File: config.mk
export PLATFORM = sky130hd
export DESIGN_NAME = ptw_ctrl
export DESIGN_NICKNAME = d
export VERILOG_FILES = /design/src/ptw_pkg.sv /design/src/ptw_ctrl.sv
export SDC_FILE = /design/constraint.sdc
export NUM_CORES = 1
export LEC_CHECK = 0
export ABC_AREA = 0
export BUFFER_PORTS_ARGS = -buffer_cell sky130_fd_sc_hd__buf_2
export CAP_MARGIN = 20
export CORE_UTILIZATION = 40
export CTS_CLUSTER_DIAMETER = 30
export DETAILED_ROUTE_END_ITERATION = 8
export GPL_ROUTABILITY_DRIVEN = 0
export GPL_TIMING_DRIVEN = 0
export PLACE_DENSITY_LB_ADDON = 0.25
export SYNTH_ARGS = -nofsm -noshare
export SYNTH_HDL_FRONTEND = slang
export SYNTH_SLANG_ARGS = --single-unit
export TNS_END_PERCENT = 1
File: constraint.sdc
create_clock -name aclk -period 2.1 [get_ports aclk]
set_clock_uncertainty 0.2 [all_clocks]
set_input_delay 0.42 -clock aclk [delete_from_list [all_inputs] [get_ports aclk]]
set_output_delay 0.42 -clock aclk [all_outputs]
set_load 0.01 [all_outputs]
File: src/ptw_pkg.sv
// Shared types for the page table walker: controller states, datapath
// commands and the datapath status bundle. No dependencies.
`timescale 1ns / 1ps

package ptw_pkg;

    typedef enum logic [4:0] {
        ST_INIT, ST_IDLE, ST_WRD, ST_WEV, ST_SRD, ST_SEV, ST_SLEAF, ST_SFIN,
        ST_SRET, ST_UNLINK, ST_TOP, ST_ZERO, ST_CPRD, ST_CPWR, ST_EUNL,
        ST_LINK, ST_PCHK, ST_PDEC, ST_RSRD, ST_RSWR, ST_ACC, ST_FIN
    } ptw_state_t;

    typedef enum logic [4:0] {
        CMD_NONE, CMD_CLR, CMD_LOAD, CMD_WALK_RD, CMD_WALK_NEXT, CMD_SCAN_INIT,
        CMD_SCAN_RD, CMD_SCAN_ADV, CMD_LEAF_DIFF, CMD_LEAF_UPD, CMD_PUSH,
        CMD_FIN_NODE, CMD_SCAN_RET, CMD_UNLINK, CMD_TOP, CMD_ZERO, CMD_EVC_RD,
        CMD_EVC_WR, CMD_EVC_UNL, CMD_LINK, CMD_VCHK, CMD_RST_RD, CMD_RST_WR,
        CMD_ACCESS, CMD_OUT
    } ptw_cmd_t;

    typedef struct packed {
        logic in_range;
        logic init_last;
        logic ent_zero;
        logic leaf;
        logic off_last;
        logic node_empty;
        logic dep_zero;
        logic top_room;
        logic best_in_back;
        logic cnt_last;
        logic lvl_last;
        logic restore;
        logic out_free;
    } ptw_stat_t;

endpackage

File: src/ptw_ctrl.sv
// Sequencer for the page table walker: walk, scan, allocate, evict, restore.
// Depends on ptw_pkg; drives ptw_dp through command and status signals.
`timescale 1ns / 1ps

module ptw_ctrl (
    input  logic                aclk,
    input  logic                aresetn,
    input  logic                s_valid,
    output logic                s_ready,
    input  ptw_pkg::ptw_stat_t  stat,
    output ptw_pkg::ptw_cmd_t   cmd
);

    ptw_pkg::ptw_state_t state_reg, state_next;

    always_ff @(posedge aclk) begin
        if (!aresetn) begin
            state_reg <= ptw_pkg::ST_INIT;
        end else begin
            state_reg <= state_next;
        end
    end

    always_comb begin
        state_next = state_reg;
        unique case (state_reg)
            ptw_pkg::ST_INIT: begin
                if (stat.init_last) state_next = ptw_pkg::ST_IDLE;
            end
            ptw_pkg::ST_IDLE: begin
                if (s_valid) state_next = stat.in_range ? ptw_pkg::ST_WRD : ptw_pkg::ST_FIN;
            end
            ptw_pkg::ST_WRD: state_next = ptw_pkg::ST_WEV;
            ptw_pkg::ST_WEV: begin
                if (stat.ent_zero) state_next = ptw_pkg::ST_SRD;
                else state_next = stat.lvl_last ? ptw_pkg::ST_PCHK : ptw_pkg::ST_WRD;
            end
            ptw_pkg::ST_SRD: state_next = ptw_pkg::ST_SEV;
            ptw_pkg::ST_SEV: begin
                if (stat.ent_zero) state_next = stat.off_last ? ptw_pkg::ST_SFIN : ptw_pkg::ST_SRD;
                else if (stat.leaf) state_next = ptw_pkg::ST_SLEAF;
                else state_next = ptw_pkg::ST_SRD;
            end
            ptw_pkg::ST_SLEAF: state_next = stat.off_last ? ptw_pkg::ST_SFIN : ptw_pkg::ST_SRD;
            ptw_pkg::ST_SFIN: begin
                if (stat.node_empty)
                    state_next = stat.dep_zero ? ptw_pkg::ST_LINK : ptw_pkg::ST_UNLINK;
                else
                    state_next = stat.dep_zero ? ptw_pkg::ST_TOP : ptw_pkg::ST_SRET;
            end
            ptw_pkg::ST_SRET: state_next = stat.off_last ? ptw_pkg::ST_SFIN : ptw_pkg::ST_SRD;
            ptw_pkg::ST_UNLINK: state_next = ptw_pkg::ST_LINK;
            ptw_pkg::ST_TOP: begin
                if (stat.top_room) state_next = ptw_pkg::ST_ZERO;
                else state_next = stat.best_in_back ? ptw_pkg::ST_CPRD : ptw_pkg::ST_EUNL;
            end
            ptw_pkg::ST_ZERO: begin
                if (stat.cnt_last) state_next = ptw_pkg::ST_LINK;
            end
            ptw_pkg::ST_CPRD: state_next = ptw_pkg::ST_CPWR;
            ptw_pkg::ST_CPWR: state_next = stat.cnt_last ? ptw_pkg::ST_EUNL : ptw_pkg::ST_CPRD;
            ptw_pkg::ST_EUNL: state_next = ptw_pkg::ST_ZERO;
            ptw_pkg::ST_LINK: state_next = stat.lvl_last ? ptw_pkg::ST_PCHK : ptw_pkg::ST_WRD;
            ptw_pkg::ST_PCHK: state_next = ptw_pkg::ST_PDEC;
            ptw_pkg::ST_PDEC: state_next = stat.restore ? ptw_pkg::ST_RSRD : ptw_pkg::ST_ACC;
            ptw_pkg::ST_RSRD: state_next = ptw_pkg::ST_RSWR;
            ptw_pkg::ST_RSWR: state_next = stat.cnt_last ? ptw_pkg::ST_ACC : ptw_pkg::ST_RSRD;
            ptw_pkg::ST_ACC: state_next = ptw_pkg::ST_FIN;
            ptw_pkg::ST_FIN: begin
                if (stat.out_free) state_next = ptw_pkg::ST_IDLE;
            end
            default: state_next = ptw_pkg::ST_INIT;
        endcase
    end

    always_comb begin
        cmd     = ptw_pkg::CMD_NONE;
        s_ready = 1'b0;
        unique case (state_reg)
            ptw_pkg::ST_INIT: cmd = ptw_pkg::CMD_CLR;
            ptw_pkg::ST_IDLE: begin
                s_ready = 1'b1;
                if (s_valid) cmd = ptw_pkg::CMD_LOAD;
            end
            ptw_pkg::ST_WRD: cmd = ptw_pkg::CMD_WALK_RD;
            ptw_pkg::ST_WEV: begin
                cmd = stat.ent_zero ? ptw_pkg::CMD_SCAN_INIT : ptw_pkg::CMD_WALK_NEXT;
            end
            ptw_pkg::ST_SRD: cmd = ptw_pkg::CMD_SCAN_RD;
            ptw_pkg::ST_SEV: begin
                if (stat.ent_zero) cmd = ptw_pkg::CMD_SCAN_ADV;
                else if (stat.leaf) cmd = ptw_pkg::CMD_LEAF_DIFF;
                else cmd = ptw_pkg::CMD_PUSH;
            end
            ptw_pkg::ST_SLEAF: cmd = ptw_pkg::CMD_LEAF_UPD;
            ptw_pkg::ST_SFIN: cmd = ptw_pkg::CMD_FIN_NODE;
            ptw_pkg::ST_SRET: cmd = ptw_pkg::CMD_SCAN_RET;
            ptw_pkg::ST_UNLINK: cmd = ptw_pkg::CMD_UNLINK;
            ptw_pkg::ST_TOP: cmd = ptw_pkg::CMD_TOP;
            ptw_pkg::ST_ZERO: cmd = ptw_pkg::CMD_ZERO;
            ptw_pkg::ST_CPRD: cmd = ptw_pkg::CMD_EVC_RD;
            ptw_pkg::ST_CPWR: cmd = ptw_pkg::CMD_EVC_WR;
            ptw_pkg::ST_EUNL: cmd = ptw_pkg::CMD_EVC_UNL;
            ptw_pkg::ST_LINK: cmd = ptw_pkg::CMD_LINK;
            ptw_pkg::ST_PCHK: cmd = ptw_pkg::CMD_VCHK;
            ptw_pkg::ST_PDEC: cmd = ptw_pkg::CMD_NONE;
            ptw_pkg::ST_RSRD: cmd = ptw_pkg::CMD_RST_RD;
            ptw_pkg::ST_RSWR: cmd = ptw_pkg::CMD_RST_WR;
            ptw_pkg::ST_ACC: cmd = ptw_pkg::CMD_ACCESS;
            ptw_pkg::ST_FIN: begin
                if (stat.out_free) cmd = ptw_pkg::CMD_OUT;
            end
            default: cmd = ptw_pkg::CMD_NONE;
        endcase
    end

endmodule

==> run_results.csv, run 1 <==
group,metric,value,unit
run_status,outcome,"finished with violations",
routing,wl_met3,285,microns
clock_network,cts.sinks,5,
layout,final_util,0.587,
sta,holdWs,0.247,ns
power_and_ir_drop,ir_drop,631,uV
critical_path,cp_data_required_time,1.48,ns
layout,largest_register_ffs,5,
die,start_util,0.426,
die,pin_count,22,
routing,viasPerCell,6.35,
sta,period_share,1.03,
worst_hold_path,min_path_cells,2,
routing,top_layer,"met4",
logic_synthesis,synth_largest_area_cell,"dfxtp_1",
clock_network,cts-htree-levels,1,
sta,worst_pin_slew,0.426,ns
global_routing,grt_max_degree,20,
critical_path,timing.rr.start,"state_reg[1]",
critical_path,cp-end-kind,"output port",
logic_synthesis,synth-async-reset-ratio,0,
routing,drt_iter0_markers,124,
worst_hold_path,min_path_type,"in -> reg",
logic_synthesis,synth_seq_cells,5,
logic_synthesis,avgSynthCellArea,6.90,sq um
clock_network,clk_pin_slew,0.04,ns
critical_path,crit_fanout,5,
die,die_area,2580,sq um
global_routing,track_usage,0.270,
logic_synthesis,synth_seq_area_share,0.105,
sta,hold_violations,0,
sta,setup_violations,4,
critical_path,cp_cell_sequence,"buf_6 > buf_8 > maj3_2 > nor2_1 > nor2_1 > a21oi_1 > a31oi_1 > buf_2",
sta,period_minus_slack,2.15,ns
power_and_ir_drop,power_density,967,nW/um^2
global_routing,antenna_found_initial,0,
clock_network,insertion_delay,0.23,ns
clock_network,cts_made_buffers,3,
critical_path,arrival,1.53,ns
routing,num_vias,1277,
worst_hold_path,min_to,"state_reg[0]",
logic_synthesis,syn_nets,154,
placement,dp_hpwl,2260,microns
sta,relSlewSlack,0.709,
critical_path,worst_setup_path_start_kind,"register",
logic_synthesis,synthFlopType,"dfxtp_1",
critical_path,crit_slowest_cell,"dfxtp_2",
global_routing,grt_pass1_wl,5360,microns
clock_network,clk_path_buf_depth,2,
sta,maxSlewViolCount,0,
layout,n_antenna_cell,0,
global_routing,grt_pass1_vias,1157,
worst_hold_path,worstHoldStart,"aresetn",
clock_network,ctsRootBufferMaster,"clkbuf_4",
critical_path,r2r_end,"state_reg[2]",
layout,syn_to_final_growth,37.7,%
critical_path,worstSetupPathType,"reg -> out",
clock_network,cts_tree,"yes",
sta,rsz0062_at_grt,"true",
routing,totalWireLength,3360,microns
placement,dp_slack,-0.0794,ns
power_and_ir_drop,leakage,0.000556,uW
layout,final_net_count,190,
routing,drc,0,
routing,wl_per_cell,16.7,microns
routing,firstDrtPassIters,4,
logic_synthesis,synth_cell_type_count,51,
die,core_area,2230,sq um
critical_path,cp_slowest_stage_delay,0.32,ns
routing,m1WireLength,1330,microns
die,die_h,50.8,microns
placement,port_buffers,21,
run_status,violations,"setup timing",
logic_synthesis,syn-cell-area,952,sq um
critical_path,crit_family,"buffers and inverters",
routing,ant_nets,0,
sta,max_freq,464,MHz
logic_synthesis,synth-edff-count,0,
routing,wl_met2,1630,microns
logic_synthesis,post-synth-top-area-fraction,0.105,
critical_path,r2r_cells,7,
run,drv_cap,0,
logic_synthesis,synth_top_cells_by_area,"dfxtp_1 (11%), o21ai_0 (6.3%), nor2_1 (4.7%)",
critical_path,rrSetupSlack,0.07,ns
die,rows,17,
logic_synthesis,syn_inst,138,
global_routing,overflow,0,
die,die_x,50.8,microns
clock_network,postCtsHoldBufs,0,
sta,setup_ws,-0.0533,ns
critical_path,cp.buffers_inverters,3,
critical_path,worst_path_most_repeated_cell,"nor2_1",
logic_synthesis,ys_warn_count,0,
layout,drive_gt1_frac,0.422,
## power breakdown
part / switching, uW / internal, uW / leakage (uW)
clock: 33.3 / 71.4 / 0.0000150
combinational: 531 / 485 / 0.000498
sequential: 25.7 / 121 / 0.0000425
## kinds of logic after synthesis
kind of cell	share of synthesized area
muxes	0.0105
buffers and inverters	0.130
DFF	0.105
adders and majority gates	0.0105
and+or+nand+nor	0.327
AOI/OAI and AO/OA	0.417
## synthesized netlist by cell type (2+ instances only)
master,count
o22ai_1,4
a21oi_1,8
clkbuf_8,2
nand2b_1,6
nand2_1,10
buf_2,8
a21o_1,2
a2111oi_0,3
o31a_1,3
and3_1,3
a31oi_1,5
inv_2,3
nor2_1,12
o21ai_0,12
a221oi_1,2
nor3b_1,2
nor3_1,4
dfxtp_1,5
a41oi_1,2
nor2b_1,2
inv_1,4
buf_6,2
a211oi_1,4
nand3_1,3
## worst max path at each step
stage,from,endpoint,slack [ns],cells past startpoint
final,state_reg[2],cmd[0],-0.05,8
after global routing,state_reg[2],cmd[0],-0.14,8
after floorplan,state_reg[2],cmd[1],0.11,5
after detailed placement,state_reg[0],cmd[2],-0.08,7
after global placement,state_reg[0],cmd[2],-0.06,7
after CTS,state_reg[2],cmd[0],-0.06,8
## layer usage
metal,GRT usage,vias up
li1,-,604
met1,0.346,576
met2,0.458,83
met3,0.0242,14
met4,0.111,0
met5,0,-
## area by class of cell
class / count / area [sq um]
Buffer: 11 / 119
Clock buffer: 4 / 26.3
Fill cell: 214 / 922
Inverter: 7 / 26.3
Multi-Input combinational cell: 112 / 771
Sequential cell: 5 / 106
Tap cell: 28 / 35.0
Timing Repair Buffer: 34 / 228
## per-stage QoR
| stage | TNS [ns] | instances | total power [uW] | area (sq um) |
|---|---|---|---|---|
| after floorplan | 0 | 138 | 755 | 952 |
| after global routing | -0.535 | 201 | 1360 | 1310 |
| final | -0.119 | 201 | 1270 | 1310 |
| after detailed placement | -0.183 | 187 | 966 | 1090 |
| after global placement | -0.124 | 187 | 959 | 1090 |
| after CTS | -0.151 | 200 | 1220 | 1290 |
## placed cells by master (no fill, tap or decap), types with 4 or more instances in the layout
| master | instances |
|---|---|
| nand2_1 | 9 |
| buf_4 | 16 |
| inv_1 | 4 |
| nor2_1 | 12 |
| buf_2 | 22 |
| o21ai_0 | 10 |
| a31oi_1 | 5 |
| clkbuf_4 | 4 |
| a21oi_1 | 8 |
| o22ai_1 | 4 |
| nor3_1 | 4 |
| nand2b_1 | 5 |
## what timing repair did
| item | 4_1_cts | 5_1_grt |
|---|---|---|
| cloned | 1 | 0 |
| resized for setup | 23 | 4 |
| endpoints found under the setup margin | 5 | 6 |
| pin swaps | 5 | 5 |
| setup buffers | 11 | 1 |
Note: power is estimated with default switching activity, not from simulation.
==> run 2: changes to the inputs <==
--- a/config.mk
+++ b/config.mk
@@ -8,6 +8,7 @@
 export ABC_AREA = 0
 export BUFFER_PORTS_ARGS = -buffer_cell sky130_fd_sc_hd__buf_2
 export CAP_MARGIN = 20
+export CORE_ASPECT_RATIO = 1.75
 export CORE_UTILIZATION = 40
 export CTS_CLUSTER_DIAMETER = 30
 export DETAILED_ROUTE_END_ITERATION = 8
==> run 2 against run 1 <==
The flow still finishes with violations (setup timing). Sequential power is 11% higher. Combinational power decreased by 5%. Critical path depth is 1 lower. Die area grew 0.29%. Sequential share of layout area grew 0.48 points. Clock-buffer cell count stayed put. Via count shrank 1.6%.
==> run_results.csv, run 2 (synthesized netlist as in run 1, its figures left out) <==
group,metric,value,unit
run_status,outcome,"finished with violations",
run_status,violations,"setup timing",
placement,dp_hpwl,2440,microns
routing,totalWireLength,3310,microns
sta,worst_pin_slew,0.468,ns
critical_path,rrSetupSlack,0.11,ns
clock_network,clk_pin_slew,0.03,ns
critical_path,worstSetupPathType,"reg -> out",
critical_path,cp-end-kind,"output port",
critical_path,worst_setup_path_start_kind,"register",
die,die_x,38.9,microns
routing,wl_per_cell,17.3,microns
global_routing,track_usage,0.290,
run,drv_cap,0,
placement,place_area,1090,sq um
critical_path,cp_data_required_time,1.48,ns
die,core_area,2270,sq um
die,pin_count,22,
critical_path,r2r_cells,7,
die,die_area,2590,sq um
critical_path,arrival,1.55,ns
global_routing,grt_pass1_vias,1143,
sta,rsz0062_at_grt,"true",
sta,max_freq,462,MHz
clock_network,cts-htree-levels,1,
sta,hold_violations,0,
routing,ant_nets,0,
die,start_util,0.419,
clock_network,ctsRootBufferMaster,"clkbuf_8",
layout,final_net_count,184,
global_routing,antenna_found_initial,0,
layout,layout_common_cells,"buf_2 (22), nor2_1 (11), nand2_1 (10), o21ai_0 (10)",
routing,num_vias,1256,
clock_network,cts_tree,"yes",
sta,maxSlewViolCount,0,
worst_hold_path,min_path_cells,2,
layout,final_common_cell,"buf_2",
sta,period_minus_slack,2.17,ns
sta,setup_ws,-0.0655,ns
critical_path,timing.rr.start,"state_reg[2]",
power_and_ir_drop,power_density,1040,nW/um^2
clock_network,cts_made_buffers,3,
global_routing,grt_max_degree,18,
die,die_h,66.5,microns
global_routing,overflow,0,
sta,tns,-0.148,ns
critical_path,crit_fanout,10,
clock_network,clk_path_buf_depth,2,
sta,setup_violations,3,
clock_network,insertion_delay,0.22,ns
power_and_ir_drop,leakage,0.000524,uW
layout,largest_register_ffs,5,
sta,period_share,1.03,
worst_hold_path,worstHoldStart,"aresetn",
clock_network,cts.sinks,5,
critical_path,worstSetupStartpoint,"state_reg[4]",
power_and_ir_drop,ir_drop,680,uV
routing,firstDrtPassIters,7,
die,rows,23,
layout,drive_gt1_frac,0.395,
routing,viasPerCell,6.54,
placement,port_buffers,21,
layout,final_area,1250,sq um
layout,n_antenna_cell,0,
layout,syn_to_final_growth,31.5,%
power_and_ir_drop,power.total,1300,uW
critical_path,crit_end,"cmd[1]",
global_routing,grt_pass1_wl,5410,microns
sta,relSlewSlack,0.680,
worst_hold_path,min_path_type,"in -> reg",
routing,drt_iter0_markers,106,
routing,drc,0,
critical_path,r2r_end,"state_reg[2]",
[run 2: changes by cell type in the layout (fill, tap and decap cells not counted), moves of 2 or more]
cell,change
buf_6,+3
buf_4,-8
nor2b_4,-2
nor2b_1,+2
clkbuf_4,-3
clkbuf_8,+3
[run 2: report_power, final]
part / leakage [uW] / switching [uW] / internal [uW] / total (uW)
clock: 0.0000228 / 41.7 / 130 / 172
combinational: 0.000458 / 517 / 447 / 964
sequential: 0.0000427 / 38.9 / 124 / 163
[run 2: timing repair]
item | in CTS | in global routing
resized for setup | 24 | 6
hold buffers | 0 | 0
gates cloned | 0 | 0
pin swaps | 5 | 3
setup buffers | 6 | 0
setup endpoints to repair | 5 | 5
[run 2: worst max-delay path, stage by stage, from the launching register on]
cell and delay (ns):
dfxtp_2 0.31, clkbuf_8 0.15, clkbuf_16 0.16, nor3b_4 0.16, o21ai_2 0.17, o311a_1 0.20
o21ai_1 0.05, buf_2 0.14
[run 2: how the worst min path moves through the flow]
stage	to	slack, ns
2_1_floorplan	state_reg[0]	0.35
3_3_place_gp	state_reg[0]	0.47
3_5_place_dp	state_reg[0]	0.47
4_1_cts	state_reg[0]	0.25
5_1_grt	state_reg[0]	0.25
6_report	state_reg[0]	0.25
[run 2: final cells by class]
type / count / area (sq um)
flip-flops and latches: 5 / 108
multi-input cells: 112 / 754
fillers: 227 / 1020
repair buffers: 27 / 150
inverters: 7 / 26.3
clock buffers: 4 / 45.0
well taps: 25 / 31.3
plain buffers: 12 / 138
[run 2: stage by stage]
step	hold slack [ns]	util	setup WS, ns	std cells
6_report	0.248	0.551	-0.0655	192
4_1_cts	0.246	0.544	-0.0818	192
3_5_place_dp	0.472	0.479	-0.128	184
2_1_floorplan	0.348	-	0.106	138
3_3_place_gp	0.474	0.479	-0.110	184
5_1_grt	0.250	0.551	-0.145	192
[run 2: routing by layer]
metal | vias up | share of wire | track usage
met3 | 25 | 0.062 | 0.0500
li1 | 590 | - | -
met1 | 558 | 0.37 | 0.334
met2 | 83 | 0.49 | 0.465
met5 | - | 0 | 0
met4 | 0 | 0.079 | 0.190
